**src/hw/rtl/tts_pkg.sv**
```systemverilog
`timescale 1ns / 1ps
// Shared types, codes and cell helpers for the scrollback terminal.
// Used by the line store, the history ring and the top level.
package tts_pkg;

    localparam int ROW_WIDTH_DEF     = 80;
    localparam int SCREEN_ROWS_DEF   = 25;
    localparam int HISTORY_DEPTH_DEF = 1024;

    localparam int CELL_W    = 13;
    localparam int PAGE_STEP = 20;

    typedef enum logic [1:0] {
        ACT_PUT    = 2'd0,
        ACT_BS     = 2'd1,
        ACT_SCROLL = 2'd2,
        ACT_READ   = 2'd3
    } t_action;

    localparam logic [7:0] CH_CR    = 8'd13;
    localparam logic [7:0] CH_LF    = 8'd10;
    localparam logic [7:0] CH_TAB   = 8'd9;
    localparam logic [7:0] CH_SPACE = 8'h20;

    localparam logic [7:0] SC_UP    = 8'h48;
    localparam logic [7:0] SC_DOWN  = 8'h50;
    localparam logic [7:0] SC_PGUP  = 8'h49;
    localparam logic [7:0] SC_PGDN  = 8'h51;
    localparam logic [7:0] SC_HOME  = 8'h47;
    localparam logic [7:0] SC_END   = 8'h4f;

    localparam logic [2:0] REG_TEXT    = 3'd0;
    localparam logic [2:0] REG_TITLE   = 3'd1;
    localparam logic [2:0] REG_ACCENT  = 3'd2;
    localparam logic [2:0] REG_STATUS  = 3'd3;
    localparam logic [2:0] REG_OK      = 3'd4;
    localparam logic [2:0] REG_ERROR   = 3'd5;
    localparam logic [2:0] REG_DEFAULT = 3'd6;

    localparam logic [4:0] STY_TEXT   = 5'd0;
    localparam logic [4:0] STY_TITLE  = 5'd1;
    localparam logic [4:0] STY_ACCENT = 5'd2;
    localparam logic [4:0] STY_STATUS = 5'd3;
    localparam logic [4:0] STY_OK     = 5'd4;
    localparam logic [4:0] STY_ERROR  = 5'd5;

    // A space in the text style, as the theme stands after reset.
    localparam logic [CELL_W-1:0] CELL_RESET = {STY_TEXT, CH_SPACE};

    typedef struct packed {
        logic [7:0] text;
        logic [7:0] title;
        logic [7:0] accent;
        logic [7:0] status;
        logic [7:0] ok;
        logic [7:0] error;
        logic [7:0] dflt;
    } t_theme;

    localparam t_theme THEME_RESET = '{text: 8'd7, title: 8'd15, accent: 8'd11,
                                       status: 8'd14, ok: 8'd10, error: 8'd12,
                                       dflt: 8'd7};

    typedef struct packed {
        logic re;
        logic we;
        logic clr;
    } t_line_ctl;

    typedef enum logic [3:0] {
        S_IDLE, S_PUT, S_ADV, S_BS, S_BCOPY, S_SCR,
        S_RD_A, S_RD_B, S_RD_C, S_RD_D, S_RD_E, S_FIN
    } t_state;

    function automatic logic [4:0] style_of(input t_theme th, input logic [7:0] a);
        logic [4:0] s;
        if (a == th.title) s = STY_TITLE;
        else if (a == th.accent) s = STY_ACCENT;
        else if (a == th.status) s = STY_STATUS;
        else if (a == th.ok) s = STY_OK;
        else if (a == th.error) s = STY_ERROR;
        else if (a == th.text) s = STY_TEXT;
        else s = {1'b1, a[3:0]};
        return s;
    endfunction

    function automatic logic [7:0] attr_of(input t_theme th, input logic [4:0] s);
        logic [7:0] a;
        case (s)
            STY_TITLE:  a = th.title;
            STY_ACCENT: a = th.accent;
            STY_STATUS: a = th.status;
            STY_OK:     a = th.ok;
            STY_ERROR:  a = th.error;
            STY_TEXT:   a = th.text;
            default:    a = {th.text[7:4], s[3:0]};
        endcase
        return a;
    endfunction

    function automatic logic [CELL_W-1:0] make_cell(input t_theme th, input logic [7:0] ch,
                                                   input logic [7:0] a);
        return {style_of(th, a), ch};
    endfunction

endpackage

```
**src/hw/rtl/tts_line.sv**
```systemverilog
`timescale 1ns / 1ps
// Current row store: one synchronous memory plus a valid bit per cell.
// Depends on tts_pkg; a cell that is not valid reads as the last blank cell.
module tts_line #(
    parameter int ROW_WIDTH = tts_pkg::ROW_WIDTH_DEF,
    localparam int CW = $clog2(ROW_WIDTH)
) (
    input  logic                      i_clk,
    input  logic                      i_rst_n,
    input  tts_pkg::t_line_ctl        i_ctl,
    input  logic [CW-1:0]             i_raddr,
    input  logic [CW-1:0]             i_waddr,
    input  logic [tts_pkg::CELL_W-1:0] i_wdata,
    input  logic [tts_pkg::CELL_W-1:0] i_blank,
    output logic [tts_pkg::CELL_W-1:0] o_rdata
);

    logic [tts_pkg::CELL_W-1:0] r_mem [ROW_WIDTH];
    logic [ROW_WIDTH-1:0]       r_valid;
    logic [tts_pkg::CELL_W-1:0] r_q;
    logic                       r_q_valid;
    logic [tts_pkg::CELL_W-1:0] r_blank;

    always_ff @(posedge i_clk) begin
        if (i_ctl.we) begin
            r_mem[i_waddr] <= i_wdata;
        end
        if (i_ctl.re) begin
            r_q <= r_mem[i_raddr];
        end
    end

    always_ff @(posedge i_clk) begin
        if (!i_rst_n) begin
            r_valid   <= '0;
            r_q_valid <= 1'b0;
            r_blank   <= tts_pkg::CELL_RESET;
        end else begin
            if (i_ctl.re) begin
                r_q_valid <= r_valid[i_raddr];
            end
            // Clearing the row drops every valid bit and records the new blank.
            if (i_ctl.clr) begin
                r_valid <= '0;
                r_blank <= i_blank;
            end else if (i_ctl.we) begin
                r_valid[i_waddr] <= 1'b1;
            end
        end
    end

    assign o_rdata = r_q_valid ? r_q : r_blank;

endmodule

```
**config.mk**
```make
export PLATFORM = sky130hd
export DESIGN_NAME = tts_line
export DESIGN_NICKNAME = d
export VERILOG_FILES = /design/src/hw/rtl/tts_pkg.sv /design/src/hw/rtl/tts_line.sv
export SDC_FILE = /design/constraint.sdc
export NUM_CORES = 1
export LEC_CHECK = 0
export BUFFER_PORTS_ARGS = -buffer_cell sky130_fd_sc_hd__buf_2
export CAP_MARGIN = 20
export CORE_UTILIZATION = 28
export CTS_CLUSTER_DIAMETER = 120
export DETAILED_ROUTE_END_ITERATION = 7
export GPL_ROUTABILITY_DRIVEN = 1
export PLACE_DENSITY_LB_ADDON = 0.1
export SYNTH_ARGS = -nofsm -noshare
export SYNTH_HDL_FRONTEND = slang
export SYNTH_SLANG_ARGS = --single-unit
```
**constraint.sdc**
```tcl
create_clock -name i_clk -period 1.9 [get_ports i_clk]
set_input_delay 0.095 -clock i_clk [delete_from_list [all_inputs] [get_ports i_clk]]
set_output_delay 0.095 -clock i_clk [all_outputs]
set_load 0.01 [all_outputs]
```
==> run_results.csv <==
group,metric,value,unit
run_status,status,"complete, but fails checks",
run_status,violations,"setup timing",
setup_path,slowest_delay,510,ps
logic_synthesis,synthSimpleGateAreaFrac,0.02455,
finish,final_nets,2637,
place,dp_slack,-1068,ps
logic_synthesis,yosys.area_share.adder,0,
clock_tree,cts_made_buffers,134,
power,ir_drop,0.8068,mV
clock_tree,path_clk_slew,60,ps
timing,rsz0062_at_grt,"yes",
place,placedCellCount,4471,
finish,area_growth,27.07,%
setup_path,crit_chain,"mux4_2 -> mux4_2 -> a31oi_1 -> buf_4 -> a31oi_4",
clock_tree,htree_levels,4,
place,port_buffers,57,
timing,setup_ws,-266.7,ps
power,fin_total_pwr,56610,uW
logic_synthesis,avgSynthCellArea,21.00,um^2
power,p_per_area,1009,nW/um^2
setup_path,worstSetupPathType,"flop to flop",
logic_synthesis,synth_top_cells_by_area,"edfxtp_1 72%, mux4_2 14%, dfxtp_1 4.3%",
logic_synthesis,synth_area_leader_cell,"edfxtp_1",
logic_synthesis,synth_common_cells,"1053 x edfxtp_1, 272 x mux4_2, 95 x nor2_1",
logic_synthesis,yosysWarnings,0,
drt,drc,0,
floorplanning,die_w,399.0,um
setup_path,crit_slowest_cell,"mux4_2",
logic_synthesis,synth-main-ff-cell,"edfxtp_1",
timing,max_freq,461.5,MHz
floorplanning,core_area,156400,um^2
timing,finalCriticalPeriod,2167,ps
floorplanning,num_rows,145,
logic_synthesis,synth_nets,2147,
logic_synthesis,synth-xor-area-share,0,
grt,grt_pass1_wl,187600,um
setup_path,cp.arrival,2630,ps
floorplanning,die_area,159200,um^2
logic_synthesis,synth_most_common_cell,"edfxtp_1",
power,p_leak,0.01822,uW
grt,track_usage,0.1694,
setup_path,cp_common_cell,"mux4_2",
clock_tree,cts_buffer_depth,3,
floorplanning,io_pins,58,
clock_tree,insertion_delay,760,ps
drt,wl_per_cell,28.03,um
logic_synthesis,synth_cells,2102,
timing,fin_skew,15.30,ps
timing,tightest_slew,863.5,ps
finish,layout-drive-gt1-share,0.3711,
timing,slew-limit-headroom,0.4183,
drt,postRouteAntennaNets,0,
logic_synthesis,synth_compound_area_frac,0.03527,
timing,hold_slack,68.07,ps
grt,grt_pass1_vias,24230,
finish,fin_cells,4759,
clock_tree,cts_tree,"yes",
clock_tree,postCtsSetupBuffers,0,
drt,drt-total-wl,133400,um
floorplanning,die_h,399.0,um
floorplanning,initial_core_util,0.2822,
clock_tree,clock-sinks,1147,
drt,vias,22680,
setup_path,cp_max_fo,1,
grt,grt_max_degree,81,
setup_path,cp.required,2360,ps
run,drv_cap,0,
clock_tree,cts-root-buf,"clkbuf_16",
timing,drv_slew,0,
logic_synthesis,muxShareOfSynthArea,0.1653,
timing,timing_hold_violations_final,0,
place,dp_hpwl,85080,um
logic_synthesis,synth_top_area_share,0.7165,
logic_synthesis,synth-seq-cells,1147,
worst_hold_path,hp-class,"input port to flop",
logic_synthesis,async_flop_share,0,
drt,viasPerCell,4.765,
logic_synthesis,synth_edf_count,1053,
timing,setup_violations,13,
place,finalWeightedCongestion,0.7864,
logic_synthesis,ys_seq_area_frac,0.7591,
drt,dr.pass1.iters,5,
grt,antenna_found_initial,6,
logic_synthesis,synth_top_family_by_area,"multiplexers",
finish,final_util,0.3586,
setup_path,cp-end-kind,"flop",
grt,grt.overflow.total,0,
timing,period_share,1.140,
drt,drt_iter0_drc,1545,
setup_path,cp-start-kind,"flop",
logic_synthesis,ys_types,51,
logic_synthesis,syn_area,44130,um^2
## power breakdown
group | switching [uW] | internal, uW | leakage (uW) | total, uW
sequential | 82.5 | 27700 | 0.0102 | 27800
combinational | 2010 | 1560 | 0.00588 | 3570
clock | 10400 | 14900 | 0.00211 | 25300
total | 12500 | 44100 | 0.0182 | 56600
## routing by layer
layer | vias up | routed length, um | GRT usage
met4 | 2 | 4213 | 0.05923
met3 | 198 | 5904 | 0.03307
li1 | 9747 | - | -
met1 | 12230 | 57900 | 0.2208
met5 | - | 13 | 0
met2 | 507 | 65350 | 0.2811
## registers in the layout, indices dropped and copies added (netlist names)
register and cells:
r_valid 80, r_blank 13, r_q_valid 1, r_mem 1040, r_q 13
## cells by family (layout without fill, tap and decap cells)
| kind of cell | Yosys count | after routing |
|---|---|---|
| buffers and inverters | 117 | 715 |
| AND/OR/NAND/NOR | 240 | 240 |
| other | 0 | 1 |
| multiplexers | 384 | 384 |
| flip-flops | 1147 | 1147 |
| AO/OA/AOI/OAI | 214 | 214 |
## final cells by class
cell class                      count  area [um^2]
Tap cell                         2058         2575
Inverter                            3        11.26
Antenna cell                        1        2.502
Clock buffer                      190         3716
Multi-Input combinational cell    838        10600
Sequential cell                  1147        33510
Fill cell                       14520       100300
Clock inverter                     54        609.3
Timing Repair Buffer              468         5062
## stage by stage
stage	cell area, um^2	TNS (ps)
3_5_place_dp	50540	-10690
2_1_floorplan	44240	-49.19
3_3_place_gp	50530	-11100
5_1_grt	56080	-2758
4_1_cts	55980	-2448
6_report	56080	-1955
## repair_timing
action	CTS	global route
setup endpoints to repair	27	27
gates cloned	1	0
gates resized for setup	121	24
hold buffers	55	0
endpoints found under the hold margin	789	0
pin swaps	28	21
## critical path: cells and delay by family, from the launching register on
kind / cells / cell delay, ps
DFF: 1 / 370
buffers and inverters: 1 / 200
muxes: 2 / 1000
AOI/OAI and AO/OA: 2 / 300
## cells in the final DEF, fill, tap and decap left out, types with 10 or more instances in the layout
master	synthesis	layout
dlygate4sd3_1	0	55
mux4_2	272	272
buf_6	11	22
clkinv_2	0	16
edfxtp_1	1053	1053
buf_12	0	110
nand2_1	66	60
mux2i_1	73	65
clkinv_1	2	15
clkbuf_1	33	43
mux2_2	39	25
clkbuf_16	0	136
nor2_1	95	95
mux2_4	0	14
nand3_1	17	10
a221oi_1	17	12
a22oi_2	0	10
dfxtp_1	94	93
a21oi_1	31	21
buf_4	38	245
o21a_1	80	80
buf_2	25	33
clkbuf_8	0	11
nor2b_1	27	26
## path summary, 6_finish.rpt
| path | from | to | slack, ps | cells after the start |
|---|---|---|---|---|
| worst max register to register | r_mem[56][12] | r_q[12] | -270 | 5 |
| worst min register to register | r_valid[20] | r_valid[20] | 460 | 1 |
| worst min-delay path | i_raddr[6] | r_q[1] | 70 | 4 |
| worst max-delay path | r_mem[56][12] | r_q[12] | -270 | 5 |
(Power assumes the default switching activity.)
